`src/hw/rtl/famn_pkg.sv`:
```
// Shared types and constants for the frame accumulator with min/max normalization.
// Used by the top level, the scaling lane and the port checker; depends on nothing.
package famn_pkg;

    // Default size of the pixel store.
    localparam int unsigned PIXELS_DEFAULT = 65536;

    localparam int unsigned CHANNELS = 4;
    localparam int unsigned SUM_W    = 32;
    localparam int unsigned BYTE_W   = 8;

    // Item opcodes.
    typedef enum logic [2:0] {
        OP_CLEAR   = 3'd0,
        OP_ACCUM   = 3'd1,
        OP_RESTART = 3'd2,
        OP_FOLD    = 3'd3,
        OP_EMIT    = 3'd4
    } opcode_t;

    // Configuration register indexes (register i at byte address 8*i).
    localparam logic [2:0] REG_RANGE_MODE  = 3'd0;
    localparam logic [2:0] REG_RANGE_BLUE  = 3'd1;
    localparam logic [2:0] REG_RANGE_GREEN = 3'd2;
    localparam logic [2:0] REG_RANGE_RED   = 3'd3;
    localparam logic [2:0] REG_RANGE_ALPHA = 3'd4;

    localparam logic [SUM_W-1:0] SUM_ALL_ONES = 32'hFFFF_FFFF;
    localparam logic [BYTE_W-1:0] BYTE_FULL   = 8'hFF;

    // Payload widths on the streams.
    localparam int unsigned S_TDATA_W = 48;
    localparam int unsigned M_TDATA_W = 288;

    // Control state of the top level.
    typedef enum logic [4:0] {
        ST_CLEAR = 5'b00001,
        ST_IDLE  = 5'b00010,
        ST_EXEC  = 5'b00100,
        ST_DIV   = 5'b01000,
        ST_DONE  = 5'b10000
    } state_t;

endpackage

```
`src/hw/rtl/famn_scale.sv`:
```
// One normalization lane: clamps a sum to [lo, hi] and scales it to 0..255.
// The quotient is found by restoring division, one bit per cycle. Uses famn_pkg.
module famn_scale
    import famn_pkg::*;
(
    input  logic              clk,
    input  logic              rst_n,
    input  logic              start,
    input  logic [SUM_W-1:0]  n,
    input  logic [SUM_W-1:0]  lo,
    input  logic [SUM_W-1:0]  hi,
    output logic              done,
    output logic [BYTE_W-1:0] q
);

    localparam int unsigned REM_W = SUM_W + BYTE_W;
    localparam logic [3:0]  LAST_STEP = 4'(BYTE_W);

    logic              busy_reg;
    logic [3:0]        cnt_reg;
    logic              done_reg;
    logic              empty_reg;
    logic [SUM_W-1:0]  diff_reg;
    logic [REM_W-1:0]  den_reg;
    logic [REM_W-1:0]  rem_reg;
    logic [BYTE_W-1:0] q_reg;
    logic [SUM_W-1:0]  clamped;

    // Clamp the sum into the range.
    always_comb
    begin
        if (n < lo)
            clamped = lo;
        else if (n > hi)
            clamped = hi;
        else
            clamped = n;
    end

    // Control: first form the scaled numerator, then one quotient bit per cycle.
    always_ff @(posedge clk or negedge rst_n)
    begin
        if (!rst_n)
        begin
            busy_reg <= 1'b0;
            cnt_reg  <= 4'd0;
            done_reg <= 1'b0;
        end
        else
        begin
            done_reg <= busy_reg && (cnt_reg == LAST_STEP);
            if (start)
            begin
                busy_reg <= 1'b1;
                cnt_reg  <= 4'd0;
            end
            else if (busy_reg)
            begin
                cnt_reg <= cnt_reg + 4'd1;
                if (cnt_reg == LAST_STEP)
                    busy_reg <= 1'b0;
            end
        end
    end

    // Datapath: numerator is diff * 255, divisor starts shifted to the top quotient bit.
    always_ff @(posedge clk)
    begin
        if (start)
        begin
            empty_reg <= (lo >= hi);
            diff_reg  <= clamped - lo;
            den_reg   <= {1'b0, hi - lo, 7'b0};
        end
        else if (busy_reg)
        begin
            if (cnt_reg == 4'd0)
            begin
                rem_reg <= {diff_reg, 8'b0} - {8'b0, diff_reg};
                q_reg   <= '0;
            end
            else
            begin
                if (rem_reg >= den_reg)
                begin
                    rem_reg <= rem_reg - den_reg;
                    q_reg   <= {q_reg[BYTE_W-2:0], 1'b1};
                end
                else
                begin
                    q_reg <= {q_reg[BYTE_W-2:0], 1'b0};
                end
                den_reg <= den_reg >> 1;
            end
        end
    end

    assign done = done_reg;
    assign q    = empty_reg ? BYTE_FULL : q_reg;

endmodule

```
`config.mk`:
```
export PLATFORM = sky130hd
export DESIGN_NAME = famn_scale
export DESIGN_NICKNAME = d
export VERILOG_FILES = /design/src/hw/rtl/famn_pkg.sv /design/src/hw/rtl/famn_scale.sv
export SDC_FILE = /design/constraint.sdc
export NUM_CORES = 1
export LEC_CHECK = 0
export BUFFER_PORTS_ARGS = -buffer_cell sky130_fd_sc_hd__buf_2
export CAP_MARGIN = 20
export CORE_ASPECT_RATIO = 1.4
export CORE_MARGIN = 1.5
export CORE_UTILIZATION = 55
export DETAILED_ROUTE_END_ITERATION = 7
export PLACE_DENSITY = 0.74
export SETUP_SLACK_MARGIN = 0.05
export SYNTH_ARGS = -nofsm -noshare
export SYNTH_HDL_FRONTEND = slang
export SYNTH_SLANG_ARGS = --single-unit
```
`constraint.sdc`:
```
create_clock -name clk -period 10.6 [get_ports clk]
set_input_delay 2.12 -clock clk [delete_from_list [all_inputs] [get_ports clk]]
set_output_delay 2.12 -clock clk [all_outputs]
set_load 0.05 [all_outputs]
```
==> results_tabular.tex, run 1 <==
\begin{tabular}{lr}
\hline
Metric & Value \\
\hline
\multicolumn{2}{l}{\textbf{Clock network}} \\
CTS clock-pin slew for the worst setup and hold paths & 0.06 ns \\
\# H-tree levels & 4 \\
Cts bufs inserted & 17 \\
Number of buffers inserted for hold repair after clock tree synthesis & 0 \\
Setup fix buffers added after clock tree synthesis & 0 \\
Count of cells resized by post-cts repair & 0 \\
Number of clock sinks & 126 \\
Later-pin clock latency in the skew report & 0.42 ns \\
Clock tree from TritonCTS & done \\
Worst-case clock buffer depth & 2 \\
Clk root buf & sky130\_fd\_sc\_hd\_\_clkbuf\_16 \\
\multicolumn{2}{l}{\textbf{Worst hold path}} \\
Number of instances on the worst hold path & 2 \\
Type of the most critical hold path & reg -> reg \\
\multicolumn{2}{l}{\textbf{Timing}} \\
Peak clock frequency supported by timing & 0.136 GHz \\
Max transition margin & 0.402 \\
Part of the cycle the worst path needs & 0.693 \\
Setup repair after global routing missed its margin & no \\
Final-report setup violation count & 0 \\
Final worst path period need & 7.34 ns \\
Final setup skew & 0.0108 ns \\
Transition at the pin with the smallest max-transition slack & 0.888 ns \\
Number of slew-limit violations in the final report & 0 \\
Final Hold Violating Endpoints & 0 \\
Setup total negative slack & 0 ns \\
\multicolumn{2}{l}{\textbf{Setup path}} \\
Endpoint type of the worst setup path & flip-flop \\
R2R setup slack & 6.83 ns \\
Worst setup startpoint & hi[15] \\
Data arrival time at the worst-slack endpoint & 7.50 ns \\
Capturing instance or port of the critical path & diff\_reg[31]\$\_DFFE\_PP\_ \\
Critical Path RT & 10.75 ns \\
Top fanout value on the critical path & 34 \\
Class of the most critical setup path & in -> reg \\
Capture instance of the worst register-to-register path & rem\_reg[4]\$\_DFFE\_PP\_ \\
Startpoint of the worst-slack reg-to-reg timing path & rem\_reg[0]\$\_DFFE\_PP\_ \\
Type of origin of the critical path & primary input \\
Number of cell instances on the worst register-to-register path & 15 \\
\multicolumn{2}{l}{\textbf{Global route}} \\
Via count of the first global-routing pass & 11,500 \\
Pin count of the biggest net entering global routing & 64 \\
Global route overflow & 0 \\
GRT Resource Usage Total & 0.269 \\
Initial antenna violation count & 1 \\
Wire length of the first global-routing pass & 55,300 µm \\
\multicolumn{2}{l}{\textbf{Pwr}} \\
Peak supply drop & 133 µV \\
Standby leakage power & 7.01 nW \\
Total power after layout & 3.54 mW \\
Power per Cell Area & 234 nW/µm² \\
\multicolumn{2}{l}{\textbf{Synthesis}} \\
Yosys warning total & 0 \\
Number of unique standard cell types used by synthesis & 72 \\
Syn Area/Cell & 8.45 µm² \\
Ys flop type & sky130\_fd\_sc\_hd\_\_edfxtp\_1 \\
Cell area after technology mapping & 13,600 µm² \\
Asr flop ratio synth & 0.0476 \\
Cells after synthesis & 1,613 \\
Register area share after synthesis & 0.270 \\
Number of enable flip-flop cells after synthesis & 113 \\
Synthesized flop and latch total & 126 \\
Synthesized netlist net count & 1,907 \\
\multicolumn{2}{l}{\textbf{Final layout}} \\
Total of fill cells in the finished design & 2,185 \\
Footprint of the multi-input gates & 9200 µm² \\
Most frequent cells in the layout & 192 x sky130\_fd\_sc\_hd\_\_ha\_1, 161 x sky130\_fd\_sc\_hd\_\_a21oi\_1, 160 x sky130\_fd\_sc\_hd\_\_inv\_1 \\
Leading cell type in the layout, fill and taps excluded & sky130\_fd\_sc\_hd\_\_ha\_1 \\
Share of layout cells above drive strength 1 & 0.104 \\
Max reg flops & 40 \\
Signed area change from the synthesized netlist to the final layout & 10.9\% \\
Number of nets in the final layout & 2,000 \\
Storage cell area & 3680 µm² \\
\multicolumn{2}{l}{\textbf{Die}} \\
Chip Height & 189 µm \\
Number of placed I/O pins & 108 \\
Die outline width & 136 µm \\
Die Outline Area & 25,700 µm² \\
Floorplan Core Area & 24,500 µm² \\
Initial Utilization & 0.556 \\
Row cnt & 68 \\
\multicolumn{2}{l}{\textbf{Routing}} \\
Iteration count of the initial detailed-routing pass & 5 \\
Detail Route Antenna Nets & 0 \\
Number of vias per cell & 5.85 \\
Iteration-0 DRC Markers & 690 \\
Overall via count from detail\_route & 11,900 \\
Final routed DRC violation total & 0 \\
Sum of routed wire length over all layers & 34,200 µm \\
Detailed-route wire length per cell & 16.8 µm \\
\multicolumn{2}{l}{\textbf{Outcome}} \\
Status & finished, final reports clean \\
\multicolumn{2}{l}{\textbf{Placement}} \\
GP Congestion & 0.932 \\
Half-perimeter wire length after placement & 27,800 µm \\
Total of buffers placed on input and output ports & 107 \\
\multicolumn{2}{l}{\textbf{Run}} \\
MaxCap Viol Count & 0 \\
\hline
\end{tabular}
[cell families (layout without fill, tap and decap cells)]
| logic type | Yosys count | in the layout | synth area share |
|---|---|---|---|
| AO/OA/AOI/OAI | 520 | 520 | 0.244 |
| XOR/XNOR | 121 | 121 | 0.0778 |
| adder cells (fa/ha/maj) | 195 | 195 | 0.181 |
| buffers and inverters | 203 | 309 | 0.0574 |
| flip-flops | 126 | 126 | 0.270 |
| multiplexers | 36 | 36 | 0.0264 |
| other | 0 | 1 | 0 |
| AND/OR/NAND/NOR | 412 | 412 | 0.143 |
[cell usage after synthesis, types with 8 or more instances]
| library cell | n | area share |
|---|---|---|
| sky130_fd_sc_hd__o31ai_1 | 12 | 0.0066 |
| sky130_fd_sc_hd__a211oi_1 | 13 | 0.0072 |
| sky130_fd_sc_hd__nand3_1 | 22 | 0.0081 |
| sky130_fd_sc_hd__nor2_1 | 109 | 0.030 |
| sky130_fd_sc_hd__o21ai_0 | 121 | 0.044 |
| sky130_fd_sc_hd__inv_1 | 160 | 0.044 |
| sky130_fd_sc_hd__nand4_1 | 26 | 0.012 |
| sky130_fd_sc_hd__a21o_1 | 88 | 0.048 |
| sky130_fd_sc_hd__nor3_1 | 18 | 0.0066 |
| sky130_fd_sc_hd__and2_1 | 15 | 0.0069 |
| sky130_fd_sc_hd__o21a_1 | 16 | 0.0088 |
| sky130_fd_sc_hd__nor4_1 | 10 | 0.0046 |
| sky130_fd_sc_hd__mux2i_1 | 36 | 0.026 |
| sky130_fd_sc_hd__edfxtp_1 | 113 | 0.25 |
| sky130_fd_sc_hd__nand2b_1 | 29 | 0.013 |
| sky130_fd_sc_hd__a21oi_1 | 161 | 0.059 |
| sky130_fd_sc_hd__a21boi_0 | 8 | 0.0044 |
| sky130_fd_sc_hd__and3_1 | 10 | 0.0046 |
| sky130_fd_sc_hd__o21bai_1 | 14 | 0.0077 |
| sky130_fd_sc_hd__nor2b_1 | 21 | 0.0096 |
| sky130_fd_sc_hd__xor2_1 | 52 | 0.033 |
| sky130_fd_sc_hd__xnor2_1 | 69 | 0.044 |
| sky130_fd_sc_hd__clkbuf_1 | 36 | 0.0099 |
| sky130_fd_sc_hd__ha_1 | 192 | 0.18 |
| sky130_fd_sc_hd__a31oi_1 | 15 | 0.0069 |
| sky130_fd_sc_hd__nand2_1 | 128 | 0.035 |
| sky130_fd_sc_hd__or2_2 | 11 | 0.0051 |
[per-layer routing]
layer | GRT usage | up-vias | share of wire
met2 | 0.461 | 295 | 0.49
met4 | 0.119 | 0 | 0.036
met3 | 0.0236 | 70 | 0.032
met1 | 0.342 | 5504 | 0.45
li1 | - | 6045 | -
met5 | 0 | - | 0
[stage by stage]
step | utilization | area (µm²) | setup slack (ns) | hold slack, ns | instances
6_report | 0.616 | 15100 | 3.26 | 0.456 | 2035
4_1_cts | 0.616 | 15100 | 3.18 | 0.457 | 2034
5_1_grt | 0.616 | 15100 | 2.80 | 0.502 | 2035
2_1_floorplan | - | 13600 | 4.09 | 0.425 | 1613
3_5_place_dp | 0.591 | 14500 | 2.75 | 0.442 | 2002
3_3_place_gp | 0.591 | 14500 | 2.84 | 0.437 | 2002
[worst min-delay path by stage]
stage / to / slack [ns] / from
3_5_place_dp: den_reg[5]$_SDFFE_PP0P_ / 0.44 / den_reg[6]$_SDFFE_PP0P_
5_1_grt: den_reg[5]$_SDFFE_PP0P_ / 0.50 / den_reg[6]$_SDFFE_PP0P_
4_1_cts: den_reg[5]$_SDFFE_PP0P_ / 0.46 / den_reg[6]$_SDFFE_PP0P_
3_3_place_gp: den_reg[5]$_SDFFE_PP0P_ / 0.44 / den_reg[6]$_SDFFE_PP0P_
6_report: den_reg[5]$_SDFFE_PP0P_ / 0.46 / den_reg[6]$_SDFFE_PP0P_
2_1_floorplan: den_reg[1]$_SDFFE_PP0P_ / 0.43 / den_reg[2]$_SDFFE_PP0P_
[report_power, final]
| part | leakage (nW) | switching, mW | internal, mW |
|---|---|---|---|
| registers | 1.27 | 0.0853 | 0.773 |
| logic | 5.45 | 1.21 | 0.868 |
| clock network | 0.292 | 0.213 | 0.387 |
[worst max-delay path, stage by stage]
cell                      delay (ns)
sky130_fd_sc_hd__buf_2          0.11
sky130_fd_sc_hd__inv_1          0.04
sky130_fd_sc_hd__ha_1           0.28
sky130_fd_sc_hd__nand4_1        0.20
sky130_fd_sc_hd__nor3_1         0.57
sky130_fd_sc_hd__o21ai_0        0.22
sky130_fd_sc_hd__o31ai_1        0.17
sky130_fd_sc_hd__o21ai_0        0.20
sky130_fd_sc_hd__a32oi_4        0.22
sky130_fd_sc_hd__buf_4          0.50
sky130_fd_sc_hd__mux2i_1        0.26
sky130_fd_sc_hd__a21oi_1        0.10
sky130_fd_sc_hd__ha_1           0.40
sky130_fd_sc_hd__o21a_1         0.14
sky130_fd_sc_hd__o31ai_1        0.10
sky130_fd_sc_hd__a21oi_1        0.26
sky130_fd_sc_hd__o41ai_1        0.11
sky130_fd_sc_hd__buf_4          0.16
sky130_fd_sc_hd__o31ai_1        0.35
sky130_fd_sc_hd__nand4_1        0.17
sky130_fd_sc_hd__a31o_2         0.25
sky130_fd_sc_hd__o21ai_0        0.25
sky130_fd_sc_hd__a31oi_1        0.14
sky130_fd_sc_hd__xnor2_1        0.14
[layout make-up]
type                       count  area share
multi-input combinational   1284       0.609
sequential                   126       0.244
timing repair buffer         117      0.0404
inverter                     160      0.0398
clock buffer                  22      0.0314
tap                          315      0.0261
clock inverter                10     0.00903
antenna                        1    0.000166
(Power assumes the default switching activity.)
==> run 2, diff against run 1 <==
- PLACE_DENSITY: 0.74 -> 0.77
- clock period: 10.6 -> 6 ns (I/O delays scaled with it)
==> results_tabular.tex, run 2 (synthesized netlist as in run 1, its figures left out) <==
\begin{tabular}{lr}
\hline
Metric & Value \\
\hline
\multicolumn{2}{l}{\textbf{Outcome}} \\
Status & finished, final reports clean \\
\multicolumn{2}{l}{\textbf{Pwr}} \\
Standby leakage power & 7.36 nW \\
Peak supply drop & 278 µV \\
Power per Cell Area & 404 nW/µm² \\
\multicolumn{2}{l}{\textbf{Die}} \\
Die outline width & 136 µm \\
Die Outline Area & 25,700 µm² \\
Row cnt & 68 \\
Number of placed I/O pins & 108 \\
Floorplan Core Area & 24,500 µm² \\
Chip Height & 189 µm \\
Initial Utilization & 0.556 \\
\multicolumn{2}{l}{\textbf{Global route}} \\
Initial antenna violation count & 0 \\
Wire length of the first global-routing pass & 56,900 µm \\
Via count of the first global-routing pass & 12,200 \\
Global route overflow & 0 \\
Pin count of the biggest net entering global routing & 51 \\
GRT Resource Usage Total & 0.276 \\
\multicolumn{2}{l}{\textbf{Routing}} \\
Sum of routed wire length over all layers & 35,400 µm \\
Number of vias per cell & 5.81 \\
Overall via count from detail\_route & 12,300 \\
Detailed-route wire length per cell & 16.8 µm \\
Final routed DRC violation total & 0 \\
Detail Route Antenna Nets & 0 \\
Iteration count of the initial detailed-routing pass & 5 \\
Iteration-0 DRC Markers & 697 \\
\multicolumn{2}{l}{\textbf{Timing}} \\
Final worst path period need & 5.71 ns \\
Peak clock frequency supported by timing & 0.175 GHz \\
Final setup skew & 0.0105 ns \\
Min setup slack post-route & 0.291 ns \\
Setup repair after global routing missed its margin & yes \\
Number of slew-limit violations in the final report & 0 \\
Final-report setup violation count & 0 \\
Part of the cycle the worst path needs & 0.951 \\
Final Hold Violating Endpoints & 0 \\
Transition at the pin with the smallest max-transition slack & 0.812 ns \\
Max transition margin & 0.452 \\
\multicolumn{2}{l}{\textbf{Setup path}} \\
Class of the most critical setup path & in -> reg \\
Data arrival time at the worst-slack endpoint & 5.88 ns \\
Endpoint type of the worst setup path & flip-flop \\
Biggest cell delay along the critical path & 0.38 ns \\
Worst path most repeated cell & sky130\_fd\_sc\_hd\_\_o21ai\_0 \\
Number of buffer and inverter stages on the critical path & 5 \\
Critical-path cell with the highest stage delay & sky130\_fd\_sc\_hd\_\_fa\_1 \\
Largest delay contributor family on the critical path & compound AO/OA/AOI/OAI gates \\
Critical Path RT & 6.17 ns \\
Top fanout value on the critical path & 11 \\
Type of origin of the critical path & primary input \\
\multicolumn{2}{l}{\textbf{Final layout}} \\
Max reg flops & 40 \\
Footprint of the multi-input gates & 9220 µm² \\
Signed area change from the synthesized netlist to the final layout & 15.0\% \\
Diodes inserted & 0 \\
Leading cell type in the layout, fill and taps excluded & sky130\_fd\_sc\_hd\_\_ha\_1 \\
Most frequent cells in the layout & 192 x sky130\_fd\_sc\_hd\_\_ha\_1, 160 x sky130\_fd\_sc\_hd\_\_a21oi\_1, 160 x sky130\_fd\_sc\_hd\_\_inv\_1 \\
Number of nets in the final layout & 2,074 \\
Share of layout cells above drive strength 1 & 0.142 \\
Storage cell area & 3680 µm² \\
Post-layout instance count excluding filler cells & 2,108 \\
Post-route cell area & 15,700 µm² \\
Total of fill cells in the finished design & 2,122 \\
\multicolumn{2}{l}{\textbf{Placement}} \\
Total of buffers placed on input and output ports & 107 \\
Area of placed instances & 15,000 µm² \\
Cell count after placement & 2,067 \\
Half-perimeter wire length after placement & 28,700 µm \\
Worst-case setup slack after placement & -0.236 ns \\
GP Congestion & 0.921 \\
\multicolumn{2}{l}{\textbf{Clock network}} \\
Number of clock sinks & 126 \\
Worst-case clock buffer depth & 2 \\
Number of buffers inserted for hold repair after clock tree synthesis & 0 \\
Clock tree from TritonCTS & done \\
Later-pin clock latency in the skew report & 0.43 ns \\
CTS clock-pin slew for the worst setup and hold paths & 0.06 ns \\
Cts bufs inserted & 17 \\
\# H-tree levels & 4 \\
Clk root buf & sky130\_fd\_sc\_hd\_\_clkbuf\_16 \\
\multicolumn{2}{l}{\textbf{Worst hold path}} \\
Type of the most critical hold path & reg -> reg \\
\multicolumn{2}{l}{\textbf{Run}} \\
MaxCap Viol Count & 0 \\
\hline
\end{tabular}
[run 2: changes by cell type in the layout (fill, tap and decap cells not counted), sizes merged]
cell | previous run | this run
buf | 117 | 191
clkbuf | 22 | 17
inv | 160 | 163
clkinv | 4 | 6
diode | 1 | 0
[run 2: repair_timing]
| action | in CTS | in global routing |
|---|---|---|
| gates resized for setup | 0 | 4 |
| endpoints found under the setup margin | 0 | 9 |
| buffers inserted | 0 | 9 |
[run 2: worst min-delay path: stages (launching register included)]
cell and delay, ns:
sky130_fd_sc_hd__dfxtp_1 0.33, sky130_fd_sc_hd__nand2_1 0.05, sky130_fd_sc_hd__o21ai_0 0.06
[run 2: report_power, final]
| group | leakage [nW] | internal [mW] | switching (mW) |
|---|---|---|---|
| clock | 0.283 | 0.650 | 0.393 |
| combinational | 5.82 | 1.59 | 2.17 |
| sequential | 1.27 | 1.37 | 0.156 |
[run 2: path summary, 6_finish.rpt]
| kind | to | slack (ns) | cells past startpoint | from |
|---|---|---|---|---|
| min reg2reg | den_reg[2]$_SDFFE_PP0P_ | 0.46 | 2 | den_reg[3]$_SDFFE_PP0P_ |
| max in group asynchronous | cnt_reg[3]$_DFFE_PN0P_ | 5.27 | 1 | rst_n |
| max reg2reg | rem_reg[3]$_DFFE_PP_ | 2.11 | 14 | rem_reg[0]$_DFFE_PP_ |
| min in group asynchronous | cnt_reg[0]$_DFFE_PN0P_ | 0.59 | 1 | rst_n |
| max | diff_reg[30]$_DFFE_PP_ | 0.29 | 28 | hi[1] |
| min | den_reg[2]$_SDFFE_PP0P_ | 0.46 | 2 | den_reg[3]$_SDFFE_PP0P_ |
[run 2: final cells by class]
class	instances	area share
Timing Repair Buffer	191	0.0752
Clock buffer	17	0.0271
Clock inverter	15	0.0108
Inverter	160	0.0383
Tap cell	315	0.0251
Sequential cell	126	0.235
Multi-Input combinational cell	1284	0.588
[run 2: stage by stage]
stage	total power [mW]	hold slack (ns)	utilization	setup TNS, ns
final	6.33	0.461	0.640	0
after global routing	6.79	0.499	0.640	0
after CTS	6.28	0.466	0.636	0
after detailed placement	5.20	0.456	0.611	-1.33
after global placement	5.11	0.433	0.611	-0.584
after floorplan	4.32	0.425	-	0
[run 2: layer usage]
metal | up-vias | track usage | share of wire
met5 | - | 0 | 0
met4 | 0 | 0.138 | 0.037
met3 | 83 | 0.0273 | 0.035
met2 | 305 | 0.479 | 0.49
met1 | 5676 | 0.338 | 0.43
li1 | 6187 | - | -
==> run 3, diff against run 2 <==
- GPL_TIMING_DRIVEN: unset -> 0
==> results_tabular.tex, run 3 (synthesized netlist as in run 1, its figures left out) <==
\begin{tabular}{lr}
\hline
Metric & Value \\
\hline
\multicolumn{2}{l}{\textbf{Setup path}} \\
Endpoint type of the worst setup path & flip-flop \\
Startpoint of the worst-slack reg-to-reg timing path & rem\_reg[0]\$\_DFFE\_PP\_ \\
Data arrival time at the worst-slack endpoint & 5.92 ns \\
Biggest cell delay along the critical path & 0.39 ns \\
R2R setup slack & 2.05 ns \\
Top fanout value on the critical path & 10 \\
Number of cell instances on the worst register-to-register path & 14 \\
Capture instance of the worst register-to-register path & rem\_reg[7]\$\_DFFE\_PP\_ \\
Type of origin of the critical path & primary input \\
Class of the most critical setup path & in -> reg \\
Critical-path cell with the highest stage delay & sky130\_fd\_sc\_hd\_\_ha\_1 \\
Critical Path RT & 6.16 ns \\
\multicolumn{2}{l}{\textbf{Final layout}} \\
Most frequent cells in the layout & 192 x sky130\_fd\_sc\_hd\_\_ha\_1, 159 x sky130\_fd\_sc\_hd\_\_inv\_1, 157 x sky130\_fd\_sc\_hd\_\_a21oi\_1 \\
Share of layout cells above drive strength 1 & 0.112 \\
Footprint of the multi-input gates & 9280 µm² \\
Post-route cell area & 15,400 µm² \\
Number of nets in the final layout & 2,039 \\
Diodes inserted & 0 \\
Fin util & 0.628 \\
Signed area change from the synthesized netlist to the final layout & 12.9\% \\
Post-layout instance count excluding filler cells & 2,073 \\
Storage cell area & 3680 µm² \\
Total of fill cells in the finished design & 2,120 \\
Max reg flops & 40 \\
Leading cell type in the layout, fill and taps excluded & sky130\_fd\_sc\_hd\_\_ha\_1 \\
\multicolumn{2}{l}{\textbf{Die}} \\
Row cnt & 68 \\
Initial Utilization & 0.556 \\
Number of placed I/O pins & 108 \\
Chip Height & 189 µm \\
Floorplan Core Area & 24,500 µm² \\
Die Outline Area & 25,700 µm² \\
Die outline width & 136 µm \\
\multicolumn{2}{l}{\textbf{Pwr}} \\
Sequential fraction of design power & 0.237 \\
Internal & 3.59 mW \\
Gate power share & 0.596 \\
Standby leakage power & 7.14 nW \\
Power per Cell Area & 413 nW/µm² \\
Peak supply drop & 216 µV \\
Net switching fraction of the power & 0.435 \\
Total net switching power & 2.76 mW \\
Total power after layout & 6.35 mW \\
Clk network pwr share & 0.166 \\
\multicolumn{2}{l}{\textbf{Outcome}} \\
Status & finished, final reports clean \\
\multicolumn{2}{l}{\textbf{Global route}} \\
Global route overflow & 0 \\
Wire length of the first global-routing pass & 58,000 µm \\
Pin count of the biggest net entering global routing & 40 \\
Initial antenna violation count & 0 \\
Via count of the first global-routing pass & 11,900 \\
GRT Resource Usage Total & 0.287 \\
\multicolumn{2}{l}{\textbf{Routing}} \\
Iteration count of the initial detailed-routing pass & 5 \\
Detailed-route wire length per cell & 17.6 µm \\
Sum of routed wire length over all layers & 36,600 µm \\
Iteration-0 DRC Markers & 881 \\
Overall via count from detail\_route & 12,200 \\
Number of vias per cell & 5.87 \\
Final routed DRC violation total & 0 \\
Detail Route Antenna Nets & 0 \\
\multicolumn{2}{l}{\textbf{Timing}} \\
Setup repair after global routing missed its margin & yes \\
Peak clock frequency supported by timing & 0.173 GHz \\
Setup total negative slack & 0 ns \\
Number of slew-limit violations in the final report & 0 \\
Max transition margin & 0.439 \\
Transition at the pin with the smallest max-transition slack & 0.841 ns \\
Final setup skew & 0.00606 ns \\
Post-Route Hold Slack & 0.455 ns \\
Part of the cycle the worst path needs & 0.961 \\
Final-report setup violation count & 0 \\
Final worst path period need & 5.76 ns \\
Min setup slack post-route & 0.236 ns \\
Final Hold Violating Endpoints & 0 \\
\multicolumn{2}{l}{\textbf{Run}} \\
MaxCap Viol Count & 0 \\
\multicolumn{2}{l}{\textbf{Placement}} \\
Area of placed instances & 14,600 µm² \\
Total of buffers placed on input and output ports & 107 \\
Half-perimeter wire length after placement & 29,900 µm \\
Worst-case setup slack after placement & -1.59 ns \\
Cell count after placement & 2,037 \\
GP Congestion & 0.958 \\
\multicolumn{2}{l}{\textbf{Clock network}} \\
Cts bufs inserted & 17 \\
Number of buffers inserted for hold repair after clock tree synthesis & 0 \\
Clk root buf & sky130\_fd\_sc\_hd\_\_clkbuf\_16 \\
\# H-tree levels & 4 \\
Worst-case clock buffer depth & 2 \\
Later-pin clock latency in the skew report & 0.43 ns \\
Clock tree from TritonCTS & done \\
Number of clock sinks & 126 \\
CTS clock-pin slew for the worst setup and hold paths & 0.06 ns \\
\multicolumn{2}{l}{\textbf{Worst hold path}} \\
Type of the most critical hold path & reg -> reg \\
Number of instances on the worst hold path & 2 \\
Worst hold endpoint & den\_reg[1]\$\_SDFFE\_PP0P\_ \\
Worst min-delay path startpoint & den\_reg[2]\$\_SDFFE\_PP0P\_ \\
\hline
\end{tabular}
-- run 3: changes by cell type in the layout (fill, tap and decap cells not counted), sizes merged --
cell    previous run  this run
buf              191       121
clkbuf            17        55
inv              163       160
-- run 3: final cells by class --
type / count / share of cell area
Multi-Input combinational cell: 1284 / 0.603
Buffer: 42 / 0.0129
Clock inverter: 12 / 0.00927
Timing Repair Buffer: 114 / 0.0411
Inverter: 160 / 0.0390
Sequential cell: 126 / 0.239
Tap cell: 315 / 0.0256
Clock buffer: 20 / 0.0297
-- run 3: what timing repair did --
item	in CTS	in global routing
buffers inserted	2	3
pin swaps	3	6
gates resized for setup	20	13
setup endpoints to repair	19	7
hold endpoints to repair	0	0
-- run 3: worst max-delay path: cells and delay by family --
family	cells	cell delay (ns)
AO/OA/AOI/OAI	15	2.93
XOR/XNOR	1	0.16
adder cells (fa/ha/maj)	2	0.66
buffers and inverters	4	0.55
AND/OR/NAND/NOR	3	0.41
-- run 3: per-layer routing --
layer	vias up	track usage	wire length (µm)
li1	6120	-	-
met1	5643	0.337	15300
met2	315	0.518	18600
met3	86	0.0270	1090
met4	0	0.137	1580
met5	-	0	0
-- run 3: worst max path at each step --
stage	slack, ns	depth (start not counted)	end	start
2_1_floorplan	0.41	21	diff_reg[21]$_DFFE_PP_	hi[15]
3_3_place_gp	-1.51	22	diff_reg[21]$_DFFE_PP_	hi[15]
3_5_place_dp	-1.59	21	diff_reg[31]$_DFFE_PP_	hi[31]
4_1_cts	0.05	23	diff_reg[31]$_DFFE_PP_	hi[15]
5_1_grt	-0.005	26	diff_reg[30]$_DFFE_PP_	hi[15]
6_report	0.24	25	diff_reg[31]$_DFFE_PP_	lo[1]
-- run 3: power groups by stage --
| stage | sequential [mW] | clock [mW] | combinational, mW |
|---|---|---|---|
| after floorplan | 1.46 | 0 | 2.86 |
| after CTS | 1.51 | 1.06 | 3.72 |
| after detailed placement | 1.52 | 0 | 3.66 |
| after global routing | 1.54 | 1.09 | 4.19 |
| after global placement | 1.52 | 0 | 3.59 |
| final | 1.51 | 1.06 | 3.79 |
